<file path="src/sv/bbg_pkg.sv">
// Shared types, constants and helpers of the brownout backlight governor.
package bbg_pkg;

    localparam int CFG_IDX_W  = 4;
    localparam int CFG_DATA_W = 16;

    localparam logic [CFG_IDX_W-1:0] CFG_SAMPLE_INTERVAL     = 4'd0;
    localparam logic [CFG_IDX_W-1:0] CFG_RECOVERY_CONFIRM    = 4'd1;
    localparam logic [CFG_IDX_W-1:0] CFG_CRITICAL_STOP_DELAY = 4'd2;
    localparam logic [CFG_IDX_W-1:0] CFG_RAMP_INTERVAL       = 4'd3;
    localparam logic [CFG_IDX_W-1:0] CFG_RAMP_STEP           = 4'd4;
    localparam logic [CFG_IDX_W-1:0] CFG_LEVEL_NORMAL        = 4'd5;
    localparam logic [CFG_IDX_W-1:0] CFG_LEVEL_DIMMED        = 4'd6;
    localparam logic [CFG_IDX_W-1:0] CFG_LEVEL_CRITICAL      = 4'd7;

    localparam logic [15:0] RST_SAMPLE_INTERVAL     = 16'd100;
    localparam logic [15:0] RST_RECOVERY_CONFIRM    = 16'd5000;
    localparam logic [15:0] RST_CRITICAL_STOP_DELAY = 16'd5000;
    localparam logic [7:0]  RST_RAMP_INTERVAL       = 8'd20;
    localparam logic [7:0]  RST_RAMP_STEP           = 8'd10;
    localparam logic [7:0]  RST_LEVEL_NORMAL        = 8'd255;
    localparam logic [7:0]  RST_LEVEL_DIMMED        = 8'd128;
    localparam logic [7:0]  RST_LEVEL_CRITICAL      = 8'd26;

    typedef enum logic [1:0] {
        LVL_NORMAL   = 2'd0,
        LVL_DIMMED   = 2'd1,
        LVL_CRITICAL = 2'd2
    } t_level;

    typedef struct packed {
        logic [15:0] sample_interval;
        logic [15:0] recovery_confirm;
        logic [15:0] critical_stop_delay;
        logic [7:0]  ramp_interval;
        logic [7:0]  ramp_step;
        logic [7:0]  level_normal;
        logic [7:0]  level_dimmed;
        logic [7:0]  level_critical;
    } t_cfg;

    typedef struct packed {
        logic [31:0] now_ms;
        logic        below_dimmed;
        logic        below_critical;
        logic        ramp_hold;
        logic        governor_enable;
    } t_item;

    typedef struct packed {
        logic [7:0] brightness;
        logic [1:0] supply_level;
        logic       low_battery;
        logic       enter_low_event;
        logic       leave_low_event;
        logic       sleep_request;
    } t_result;

    function automatic logic [7:0] level_brightness(t_level lvl, t_cfg cfg);
        logic [7:0] b;
        case (lvl)
            LVL_CRITICAL: b = cfg.level_critical;
            LVL_DIMMED:   b = cfg.level_dimmed;
            default:      b = cfg.level_normal;
        endcase
        return b;
    endfunction

endpackage

</file>
<file path="src/sv/bbg_in_if.sv">
// Input channel: one millisecond tick per beat.
interface bbg_in_if;
    logic        valid;
    logic        ready;
    logic [31:0] now_ms;
    logic        below_dimmed;
    logic        below_critical;
    logic        ramp_hold;
    logic        governor_enable;

    modport source (output valid, now_ms, below_dimmed, below_critical, ramp_hold,
                    governor_enable, input ready);
    modport sink   (input valid, now_ms, below_dimmed, below_critical, ramp_hold,
                    governor_enable, output ready);
endinterface

</file>
<file path="src/sv/bbg_out_if.sv">
// Output channel: one governor result per beat.
interface bbg_out_if;
    logic       valid;
    logic       ready;
    logic [7:0] brightness;
    logic [1:0] supply_level;
    logic       low_battery;
    logic       enter_low_event;
    logic       leave_low_event;
    logic       sleep_request;

    modport source (output valid, brightness, supply_level, low_battery, enter_low_event,
                    leave_low_event, sleep_request, input ready);
    modport sink   (input valid, brightness, supply_level, low_battery, enter_low_event,
                    leave_low_event, sleep_request, output ready);
endinterface

</file>
<file path="src/sv/bbg_cfg_regs.sv">
// Configuration register file of the governor with its reset values.
module bbg_cfg_regs (
    input  logic                          i_clk,
    input  logic                          i_rst_n,
    input  logic                          i_cfg_we,
    input  logic [bbg_pkg::CFG_IDX_W-1:0]  i_cfg_idx,
    input  logic [bbg_pkg::CFG_DATA_W-1:0] i_cfg_data,
    output bbg_pkg::t_cfg                 o_cfg
);

    bbg_pkg::t_cfg r_cfg;

    always_ff @(posedge i_clk) begin
        if (!i_rst_n) begin
            r_cfg.sample_interval     <= bbg_pkg::RST_SAMPLE_INTERVAL;
            r_cfg.recovery_confirm    <= bbg_pkg::RST_RECOVERY_CONFIRM;
            r_cfg.critical_stop_delay <= bbg_pkg::RST_CRITICAL_STOP_DELAY;
            r_cfg.ramp_interval       <= bbg_pkg::RST_RAMP_INTERVAL;
            r_cfg.ramp_step           <= bbg_pkg::RST_RAMP_STEP;
            r_cfg.level_normal        <= bbg_pkg::RST_LEVEL_NORMAL;
            r_cfg.level_dimmed        <= bbg_pkg::RST_LEVEL_DIMMED;
            r_cfg.level_critical      <= bbg_pkg::RST_LEVEL_CRITICAL;
        end else if (i_cfg_we) begin
            case (i_cfg_idx)
                bbg_pkg::CFG_SAMPLE_INTERVAL:     r_cfg.sample_interval     <= i_cfg_data;
                bbg_pkg::CFG_RECOVERY_CONFIRM:    r_cfg.recovery_confirm    <= i_cfg_data;
                bbg_pkg::CFG_CRITICAL_STOP_DELAY: r_cfg.critical_stop_delay <= i_cfg_data;
                bbg_pkg::CFG_RAMP_INTERVAL:       r_cfg.ramp_interval  <= i_cfg_data[7:0];
                bbg_pkg::CFG_RAMP_STEP:           r_cfg.ramp_step      <= i_cfg_data[7:0];
                bbg_pkg::CFG_LEVEL_NORMAL:        r_cfg.level_normal   <= i_cfg_data[7:0];
                bbg_pkg::CFG_LEVEL_DIMMED:        r_cfg.level_dimmed   <= i_cfg_data[7:0];
                bbg_pkg::CFG_LEVEL_CRITICAL:      r_cfg.level_critical <= i_cfg_data[7:0];
                default: begin
                end
            endcase
        end
    end

    assign o_cfg = r_cfg;

endmodule

</file>
<file path="src/sv/bbg_gov_core.sv">
// Governor state and the single-pass update that one tick applies to it.
module bbg_gov_core (
    input  logic             i_clk,
    input  logic             i_rst_n,
    input  logic             i_step,
    input  bbg_pkg::t_cfg    i_cfg,
    input  bbg_pkg::t_item   i_item,
    output bbg_pkg::t_result o_res
);

    logic [31:0]     r_last_sample, n_last_sample;
    logic [31:0]     r_recovery_start, n_recovery_start;
    logic [31:0]     r_critical_start, n_critical_start;
    logic [31:0]     r_last_ramp, n_last_ramp;
    bbg_pkg::t_level r_applied, n_applied;
    bbg_pkg::t_level r_measured, n_measured;
    logic            r_low_mode, n_low_mode;
    logic [7:0]      r_cur, n_cur;
    logic [7:0]      r_tgt, n_tgt;

    logic [7:0]      cur_ramped;
    logic [7:0]      ramp_rem;
    logic            ramp_go;
    logic            sample_go;
    bbg_pkg::t_level meas_lvl;
    bbg_pkg::t_level next_lvl;
    logic            do_apply;
    logic            ev_enter;
    logic            ev_leave;
    logic            sleep_req;

    always_comb begin
        n_last_sample    = r_last_sample;
        n_recovery_start = r_recovery_start;
        n_critical_start = r_critical_start;
        n_last_ramp      = r_last_ramp;
        n_applied        = r_applied;
        n_measured       = r_measured;
        n_low_mode       = r_low_mode;
        n_tgt            = r_tgt;
        do_apply         = 1'b0;
        next_lvl         = r_applied;
        ev_enter         = 1'b0;
        ev_leave         = 1'b0;

        ramp_go = !i_item.ramp_hold && (r_cur < r_tgt) &&
                  ((i_item.now_ms - r_last_ramp) >= {24'd0, i_cfg.ramp_interval});
        ramp_rem = r_tgt - r_cur;
        cur_ramped = r_cur;
        if (ramp_go) begin
            n_last_ramp = i_item.now_ms;
            cur_ramped  = r_cur + ((ramp_rem > i_cfg.ramp_step) ? i_cfg.ramp_step : ramp_rem);
        end
        n_cur = cur_ramped;

        if (i_item.below_critical) begin
            meas_lvl = bbg_pkg::LVL_CRITICAL;
        end else if (i_item.below_dimmed) begin
            meas_lvl = bbg_pkg::LVL_DIMMED;
        end else begin
            meas_lvl = bbg_pkg::LVL_NORMAL;
        end

        sample_go = i_item.governor_enable &&
                    ((i_item.now_ms - r_last_sample) >= {16'd0, i_cfg.sample_interval});

        if (sample_go) begin
            n_last_sample = i_item.now_ms;
            n_measured    = meas_lvl;
            if (meas_lvl == bbg_pkg::LVL_CRITICAL) begin
                if (r_critical_start == 32'd0) begin
                    n_critical_start = i_item.now_ms;
                end
            end else begin
                n_critical_start = 32'd0;
            end

            if (meas_lvl > r_applied) begin
                n_recovery_start = 32'd0;
                do_apply         = 1'b1;
                next_lvl         = meas_lvl;
            end else if (meas_lvl < r_applied) begin
                if (r_recovery_start == 32'd0) begin
                    n_recovery_start = i_item.now_ms;
                end else if ((i_item.now_ms - r_recovery_start) >=
                             {16'd0, i_cfg.recovery_confirm}) begin
                    do_apply         = 1'b1;
                    next_lvl         = bbg_pkg::t_level'(r_applied - 2'd1);
                    n_recovery_start = i_item.now_ms;
                end
            end else begin
                n_recovery_start = 32'd0;
            end
        end

        // A new target only lowers the current duty; a higher one is reached by the ramp.
        if (do_apply) begin
            n_applied = next_lvl;
            n_tgt     = bbg_pkg::level_brightness(next_lvl, i_cfg);
            if (n_tgt <= cur_ramped) begin
                n_cur = n_tgt;
            end
            if (next_lvl == bbg_pkg::LVL_CRITICAL) begin
                if (!r_low_mode) begin
                    n_low_mode = 1'b1;
                    ev_enter   = 1'b1;
                end
            end else if (r_applied == bbg_pkg::LVL_CRITICAL) begin
                n_low_mode = 1'b0;
                ev_leave   = 1'b1;
            end
        end

        sleep_req = i_item.governor_enable && n_low_mode &&
                    (n_measured == bbg_pkg::LVL_CRITICAL) && (n_critical_start != 32'd0) &&
                    ((i_item.now_ms - n_critical_start) >= {16'd0, i_cfg.critical_stop_delay});

        o_res.brightness      = n_cur;
        o_res.supply_level    = n_applied;
        o_res.low_battery     = n_low_mode;
        o_res.enter_low_event = ev_enter;
        o_res.leave_low_event = ev_leave;
        o_res.sleep_request   = sleep_req;
    end

    always_ff @(posedge i_clk) begin
        if (!i_rst_n) begin
            r_last_sample    <= 32'd0;
            r_recovery_start <= 32'd0;
            r_critical_start <= 32'd0;
            r_last_ramp      <= 32'd0;
            r_applied        <= bbg_pkg::LVL_NORMAL;
            r_measured       <= bbg_pkg::LVL_NORMAL;
            r_low_mode       <= 1'b0;
            r_cur            <= 8'd0;
            r_tgt            <= 8'd0;
        end else if (i_step) begin
            r_last_sample    <= n_last_sample;
            r_recovery_start <= n_recovery_start;
            r_critical_start <= n_critical_start;
            r_last_ramp      <= n_last_ramp;
            r_applied        <= n_applied;
            r_measured       <= n_measured;
            r_low_mode       <= n_low_mode;
            r_cur            <= n_cur;
            r_tgt            <= n_tgt;
        end
    end

endmodule

</file>
<file path="src/sv/brownout_backlight_governor_unit.sv">
// Top level of the brownout backlight governor.
// Each beat on i_in is one millisecond tick: the free-running time, the two
// supply comparator bits, the ramp hold and the governor enable. Each tick
// gives exactly one beat on o_out with the backlight duty, the applied supply
// level, the low-battery flag, its enter and leave events and the sleep request.
// A tick is first captured in an input register; once the output register is free
// or being read, the governor state is updated and the result is loaded into the
// output register. One tick is accepted every cycle while the receiver keeps up.
// When the receiver stalls, the result waits in the output register and one more
// tick is still taken into the input register; only then does i_in.ready drop.
// Configuration registers are written through i_cfg_we, i_cfg_idx and i_cfg_data;
// the user must write them only while the channels are idle, which the block does
// not enforce; indexes beyond the list are ignored. Reset restores the register
// defaults, clears the governor state to the normal level with zero duty and
// empties both registers.
module brownout_backlight_governor_unit (
    input  logic                          i_clk,
    input  logic                          i_rst_n,
    input  logic                          i_cfg_we,
    input  logic [bbg_pkg::CFG_IDX_W-1:0]  i_cfg_idx,
    input  logic [bbg_pkg::CFG_DATA_W-1:0] i_cfg_data,
    bbg_in_if.sink                        i_in,
    bbg_out_if.source                     o_out
);

    bbg_pkg::t_cfg    cfg;
    bbg_pkg::t_result res;
    bbg_pkg::t_item   r_item;
    bbg_pkg::t_result r_res;
    logic             r_in_valid;
    logic             r_out_valid;
    logic             out_load;
    logic             in_take;

    assign out_load   = r_in_valid && (!r_out_valid || o_out.ready);
    assign i_in.ready = !r_in_valid || out_load;
    assign in_take    = i_in.valid && i_in.ready;

    bbg_cfg_regs u_cfg (
        .i_clk      (i_clk),
        .i_rst_n    (i_rst_n),
        .i_cfg_we   (i_cfg_we),
        .i_cfg_idx  (i_cfg_idx),
        .i_cfg_data (i_cfg_data),
        .o_cfg      (cfg)
    );

    bbg_gov_core u_core (
        .i_clk   (i_clk),
        .i_rst_n (i_rst_n),
        .i_step  (out_load),
        .i_cfg   (cfg),
        .i_item  (r_item),
        .o_res   (res)
    );

    always_ff @(posedge i_clk) begin
        if (!i_rst_n) begin
            r_in_valid  <= 1'b0;
            r_out_valid <= 1'b0;
        end else begin
            if (in_take) begin
                r_in_valid <= 1'b1;
            end else if (out_load) begin
                r_in_valid <= 1'b0;
            end
            if (out_load) begin
                r_out_valid <= 1'b1;
            end else if (o_out.ready) begin
                r_out_valid <= 1'b0;
            end
        end
    end

    always_ff @(posedge i_clk) begin
        if (in_take) begin
            r_item.now_ms          <= i_in.now_ms;
            r_item.below_dimmed    <= i_in.below_dimmed;
            r_item.below_critical  <= i_in.below_critical;
            r_item.ramp_hold       <= i_in.ramp_hold;
            r_item.governor_enable <= i_in.governor_enable;
        end
        if (out_load) begin
            r_res <= res;
        end
    end

    assign o_out.valid           = r_out_valid;
    assign o_out.brightness      = r_res.brightness;
    assign o_out.supply_level    = r_res.supply_level;
    assign o_out.low_battery     = r_res.low_battery;
    assign o_out.enter_low_event = r_res.enter_low_event;
    assign o_out.leave_low_event = r_res.leave_low_event;
    assign o_out.sleep_request   = r_res.sleep_request;

endmodule

</file>
<file path="src/flat_wrapper.sv">
// flat-port wrapper written by rule: the top's interface ports become plain ports
module brownout_backlight_governor_unit_flat 
  (i_clk, i_rst_n, i_cfg_we, i_cfg_idx, i_cfg_data, i_in_valid, i_in_now_ms, i_in_below_dimmed, i_in_below_critical, i_in_ramp_hold, i_in_governor_enable, i_in_ready, o_out_valid, o_out_brightness, o_out_supply_level, o_out_low_battery, o_out_enter_low_event, o_out_leave_low_event, o_out_sleep_request, o_out_ready);
  bbg_in_if i_in_i ();
  bbg_out_if o_out_i ();
  input  logic i_clk;
  input  logic i_rst_n;
  input  logic i_cfg_we;
  input  logic [bbg_pkg::CFG_IDX_W-1:0] i_cfg_idx;
  input  logic [bbg_pkg::CFG_DATA_W-1:0] i_cfg_data;
  input wire logic [$bits(i_in_i.valid)-1:0] i_in_valid;
  input wire logic [$bits(i_in_i.now_ms)-1:0] i_in_now_ms;
  input wire logic [$bits(i_in_i.below_dimmed)-1:0] i_in_below_dimmed;
  input wire logic [$bits(i_in_i.below_critical)-1:0] i_in_below_critical;
  input wire logic [$bits(i_in_i.ramp_hold)-1:0] i_in_ramp_hold;
  input wire logic [$bits(i_in_i.governor_enable)-1:0] i_in_governor_enable;
  output wire logic [$bits(i_in_i.ready)-1:0] i_in_ready;
  output wire logic [$bits(o_out_i.valid)-1:0] o_out_valid;
  output wire logic [$bits(o_out_i.brightness)-1:0] o_out_brightness;
  output wire logic [$bits(o_out_i.supply_level)-1:0] o_out_supply_level;
  output wire logic [$bits(o_out_i.low_battery)-1:0] o_out_low_battery;
  output wire logic [$bits(o_out_i.enter_low_event)-1:0] o_out_enter_low_event;
  output wire logic [$bits(o_out_i.leave_low_event)-1:0] o_out_leave_low_event;
  output wire logic [$bits(o_out_i.sleep_request)-1:0] o_out_sleep_request;
  input wire logic [$bits(o_out_i.ready)-1:0] o_out_ready;
  assign i_in_i.valid = i_in_valid;
  assign i_in_i.now_ms = i_in_now_ms;
  assign i_in_i.below_dimmed = i_in_below_dimmed;
  assign i_in_i.below_critical = i_in_below_critical;
  assign i_in_i.ramp_hold = i_in_ramp_hold;
  assign i_in_i.governor_enable = i_in_governor_enable;
  assign i_in_ready = i_in_i.ready;
  assign o_out_valid = o_out_i.valid;
  assign o_out_brightness = o_out_i.brightness;
  assign o_out_supply_level = o_out_i.supply_level;
  assign o_out_low_battery = o_out_i.low_battery;
  assign o_out_enter_low_event = o_out_i.enter_low_event;
  assign o_out_leave_low_event = o_out_i.leave_low_event;
  assign o_out_sleep_request = o_out_i.sleep_request;
  assign o_out_i.ready = o_out_ready;
  brownout_backlight_governor_unit u_core (.i_clk(i_clk), .i_rst_n(i_rst_n), .i_cfg_we(i_cfg_we), .i_cfg_idx(i_cfg_idx), .i_cfg_data(i_cfg_data), .i_in(i_in_i), .o_out(o_out_i));
endmodule
</file>
<file path="config.mk">
export PLATFORM = sky130hd
export DESIGN_NAME = brownout_backlight_governor_unit_flat
export DESIGN_NICKNAME = d
export VERILOG_FILES = /design/src/sv/bbg_pkg.sv /design/src/sv/bbg_in_if.sv /design/src/sv/bbg_out_if.sv /design/src/sv/bbg_cfg_regs.sv /design/src/sv/bbg_gov_core.sv /design/src/sv/brownout_backlight_governor_unit.sv /design/src/flat_wrapper.sv
export SDC_FILE = /design/constraint.sdc
export NUM_CORES = 1
export LEC_CHECK = 0
export ABC_AREA = 1
export BUFFER_PORTS_ARGS = -buffer_cell sky130_fd_sc_hd__buf_2
export CORE_MARGIN = 4
export CORE_UTILIZATION = 40
export CTS_BUF_LIST = sky130_fd_sc_hd__clkbuf_8
export DETAILED_ROUTE_END_ITERATION = 10
export HOLD_SLACK_MARGIN = 0.05
export PLACE_DENSITY = 0.55
export SLEW_MARGIN = 20
export SYNTH_ARGS = -nofsm -noshare
export SYNTH_HDL_FRONTEND = slang
export SYNTH_SLANG_ARGS = --single-unit
</file>
<file path="constraint.sdc">
create_clock -name i_clk -period 7.4 [get_ports i_clk]
set_clock_uncertainty 0.2 [all_clocks]
set_input_delay 0 -clock i_clk [delete_from_list [all_inputs] [get_ports i_clk]]
set_output_delay 0 -clock i_clk [all_outputs]
set_load 0.03 [all_outputs]
</file>
==> impl_metrics.csv <==
group,metric,value,unit
cells_and_area,layout-area-overhead-vs-synth,18.1,%
detailed_routing,wl_per_cell,18.0,um
power_and_ir_drop,power.density,205,nW/um^2
critical_path,cp-startpoint,"u_core.r_item[4]$_DFFE_PP_",
logic_synthesis,synthAdderAreaFrac,12.8,%
critical_path,r2r_start,"u_core.r_item[4]$_DFFE_PP_",
cells_and_area,layout_commonest_cell,"nand2_1",
cells_and_area,drive_gt1_share,9.30,%
clocking,clock_sinks,289,
cells_and_area,final_nets,3840,
critical_path,cp-end-kind,"flop",
detailed_routing,wirelength,78300,um
global_route,grt_pass1_vias,20853,
critical_path,slowest_stage,"edfxtp_1",
logic_synthesis,synth-simple-area-share,25.5,%
timing,finalSetupViolations,0,
placement,portBuffers,76,
floorplan,rows,85,
power_and_ir_drop,peakVddDrop,0.179,mV
floorplan,ios,77,
logic_synthesis,syn_avg_cell_area,6.67,sq um
critical_path,crit_path_max_fanout,12,
floorplan,initial_core_util,40.7,%
critical_path,arrival,7.24,ns
floorplan,die-area,59200,sq um
detailed_routing,drc_errors,0,
outcome,outcome,"complete, no violations",
cells_and_area,final_cell_mix,"nand2_1, inv_1, a21oi_1",
clocking,cts-root-buf,"clkbuf_8",
global_route,gr-total-overflow,0,
min_path,holdCritPathClass,"in -> reg",
timing,rsz0062_at_grt,"false",
detailed_routing,antenna_left,0,
run,maxCapViolations,0,
placement,dp_slack,-0.440,ns
floorplan,die_y,243,um
logic_synthesis,synth-compound-area-share,17.7,%
critical_path,cp_common_cell,"nand2_1",
timing,fin_crit_sh,92.8,%
logic_synthesis,ys_types,65,
clocking,clock_path_buffers,3,
clocking,clk_latency,0.68,ns
critical_path,reg2reg_to,"u_core.u_core.r_cur[6]$_SDFFE_PN0P_",
power_and_ir_drop,p_leak,11.8,nW
critical_path,setup.worst_path.end,"u_core.u_core.r_cur[6]$_SDFFE_PN0P_",
timing,hold_violations,0,
timing,fmax,146,MHz
detailed_routing,drt-vias-per-instance,5.17,
critical_path,rrSetupSlack,0.53,ns
timing,finalMaxSlewViolations,0,
logic_synthesis,ys_seq_elements,289,
logic_synthesis,synth_nets,3604,
logic_synthesis,syn_area,22100,sq um
critical_path,start_kind,"flop",
timing,timing.hold.ws,0.100,ns
clocking,cts_max_level,2,
critical_path,cp_slowest_stage_delay,0.42,ns
logic_synthesis,yosys_warnings,0,
global_route,grt_util_all_layers,25.4,%
clocking,cts_tree,"yes",
global_route,grt_antenna_before_repair,3,
power_and_ir_drop,power.total,5.37,mW
clocking,cts_buffers,56,
global_route,grt_max_degree,118,
global_route,grt_pass1_wl,119000,um
timing,fin_crit,6.87,ns
placement,dp_hpwl,61000,um
logic_synthesis,yosysSeqAreaShare,28.4,%
timing,timing.final.ws_setup,0.534,ns
logic_synthesis,synth.area.mux_share,0,%
detailed_routing,vias,22449,
clocking,clk_pin_slew_worst_paths,0.06,ns
cells_and_area,final_util,48.1,%
timing,slew_headroom,27.0,%
floorplan,coreArea,54300,sq um
detailed_routing,drt_pass1_iterations,7,
critical_path,worstPathRequired,7.78,ns
floorplan,die_w,243,um
timing,max_slew.worst_pin.slew,1.09,ns
detailed_routing,drtIter0Drc,1626,
placement,gp_congestion,0.946,
logic_synthesis,synth_top_family_by_area,"simple AND/OR/NAND/NOR gates",
logic_synthesis,netlist_instances,3320,
critical_path,r2r_cells,47,
logic_synthesis,synth_xor_area_share,4.08,%
critical_path,worstSetupPathType,"reg -> reg",
cell type report:
class / count / area [sq um]
flip-flops and latches: 289 / 6290
diodes: 1 / 2.50
well taps: 739 / 925
clock inverters: 47 / 378
repair buffers: 263 / 2120
multi-input cells: 2371 / 13400
fillers: 5598 / 28200
clock buffers: 59 / 812
inverters: 575 / 2180
worst max-delay path, delay by kind of cell, from the launching register on:
| kind | cells | cell delay (ns) |
|---|---|---|
| AND/OR/NAND/NOR | 22 | 2.13 |
| AO/OA/AOI/OAI | 11 | 1.81 |
| adder cells (fa/ha/maj) | 5 | 1.28 |
| buffers and inverters | 8 | 0.81 |
| flip-flops | 1 | 0.42 |
| XOR/XNOR | 1 | 0.15 |
what timing repair did:
action	4_1_cts	5_1_grt
setup endpoints to repair	16	17
buffers inserted	1	7
gates cloned	0	0
pin swaps	0	8
endpoints found under the hold margin	197	0
hold buffers	132	0
resized for setup	5	39
worst min path at each step:
stage | from | end | slack (ns) | cells after the start
5_1_grt | i_cfg_data[4] | u_core.u_cfg.o_cfg[12]$_SDFFE_PN0P_ | 0.1 | 4
6_report | i_cfg_data[13] | u_core.u_cfg.o_cfg[69]$_SDFFE_PN0P_ | 0.10 | 4
3_3_place_gp | i_in_now_ms[31] | u_core.r_item[35]$_DFFE_PP_ | -0.02 | 1
2_1_floorplan | i_in_governor_enable | u_core.r_item[0]$_DFFE_PP_ | -0.10 | 0
4_1_cts | i_cfg_data[4] | u_core.u_cfg.o_cfg[4]$_SDFFE_PN1P_ | 0.05 | 4
3_5_place_dp | i_in_below_critical | u_core.r_item[2]$_DFFE_PP_ | -0.02 | 1
Yosys cell counts, drive strengths merged:
| library cell | instances | area [sq um] |
|---|---|---|
| o21bai | 20 | 150 |
| a311oi | 1 | 8.76 |
| o31a | 1 | 8.76 |
| o22ai | 2 | 18.8 |
| and3 | 5 | 31.3 |
| buf | 25 | 158 |
| nor4 | 19 | 131 |
| a32oi | 1 | 8.76 |
| inv | 574 | 2160 |
| a221oi | 1 | 8.76 |
| o21a | 7 | 52.6 |
| a2111o | 1 | 11.3 |
| o21ai | 232 | 1170 |
| fa | 5 | 100 |
| clkbuf | 60 | 226 |
| a21o | 10 | 75.1 |
| nand2 | 806 | 3150 |
| nand3 | 166 | 876 |
| nand3b | 7 | 52.6 |
| and2 | 5 | 31.3 |
| nor2 | 241 | 952 |
| a211oi | 8 | 60.1 |
| xor2 | 80 | 701 |
| nor3b | 1 | 7.51 |
| or2 | 2 | 12.5 |
| a31oi | 9 | 56.3 |
| ha | 218 | 2730 |
| edfxtp | 50 | 1500 |
| dfxtp | 239 | 4780 |
| a21oi | 398 | 2010 |
| a31o | 1 | 8.76 |
| a21boi | 5 | 41.3 |
| o31ai | 1 | 7.51 |
| a22oi | 5 | 37.5 |
| clkinv | 1 | 5.00 |
| nor3 | 30 | 155 |
| o221ai | 1 | 8.76 |
| o221a | 1 | 11.3 |
| xnor2 | 23 | 201 |
| a221o | 3 | 30.0 |
| nand4 | 38 | 238 |
| a22o | 1 | 8.76 |
| o211ai | 16 | 130 |
metrics by stage:
stage	instances	TNS (ns)	area, sq um
5_1_grt	4343	0	26100
4_1_cts	4336	0	25900
6_report	4344	0	26100
3_5_place_dp	4097	-6.56	23400
3_3_place_gp	4097	-6.59	23400
2_1_floorplan	3320	0	22100
routing by layer:
layer  vias to the layer above  routed length [um]  part of all wire [%]  GRT usage [%]
li1                      11286                   -                     -              -
met1                     10437               38000                    49           37.0
met2                       609               33000                    42           38.8
met3                       115                5250                   6.7           4.40
met4                         2                2060                   2.6           6.94
met5                         -                  11                 0.014              0
cells by family (layout without fill, tap and decap cells):
kind of cell | after synthesis | after routing
AOI/OAI and AO/OA | 725 | 725
xor gates and xnor gates | 103 | 103
adders and majority gates | 223 | 223
buffers and inverters | 660 | 944
DFF | 289 | 289
other | 0 | 1
and+or+nand+nor | 1320 | 1320
power breakdown:
group	total (mW)	switching (mW)	internal, mW
Sequential	1.71	0.0372	1.68
Clock	1.73	0.794	0.932
Combinational	1.93	1.24	0.686
sequential cells by signal, summed over array words and instances, names as in the netlist, 2 cells and up:
| name | flops |
|---|---|
| u_core.o_out.brightness | 8 |
| u_core.o_out.supply_level | 2 |
| u_core.r_item | 36 |
| u_core.u_cfg.o_cfg | 88 |
| u_core.u_core.r_applied | 2 |
| u_core.u_core.r_critical_start | 32 |
| u_core.u_core.r_cur | 8 |
| u_core.u_core.r_last_ramp | 32 |
| u_core.u_core.r_last_sample | 32 |
| u_core.u_core.r_measured | 2 |
| u_core.u_core.r_recovery_start | 32 |
| u_core.u_core.r_tgt | 8 |
(Power assumes the default switching activity.)
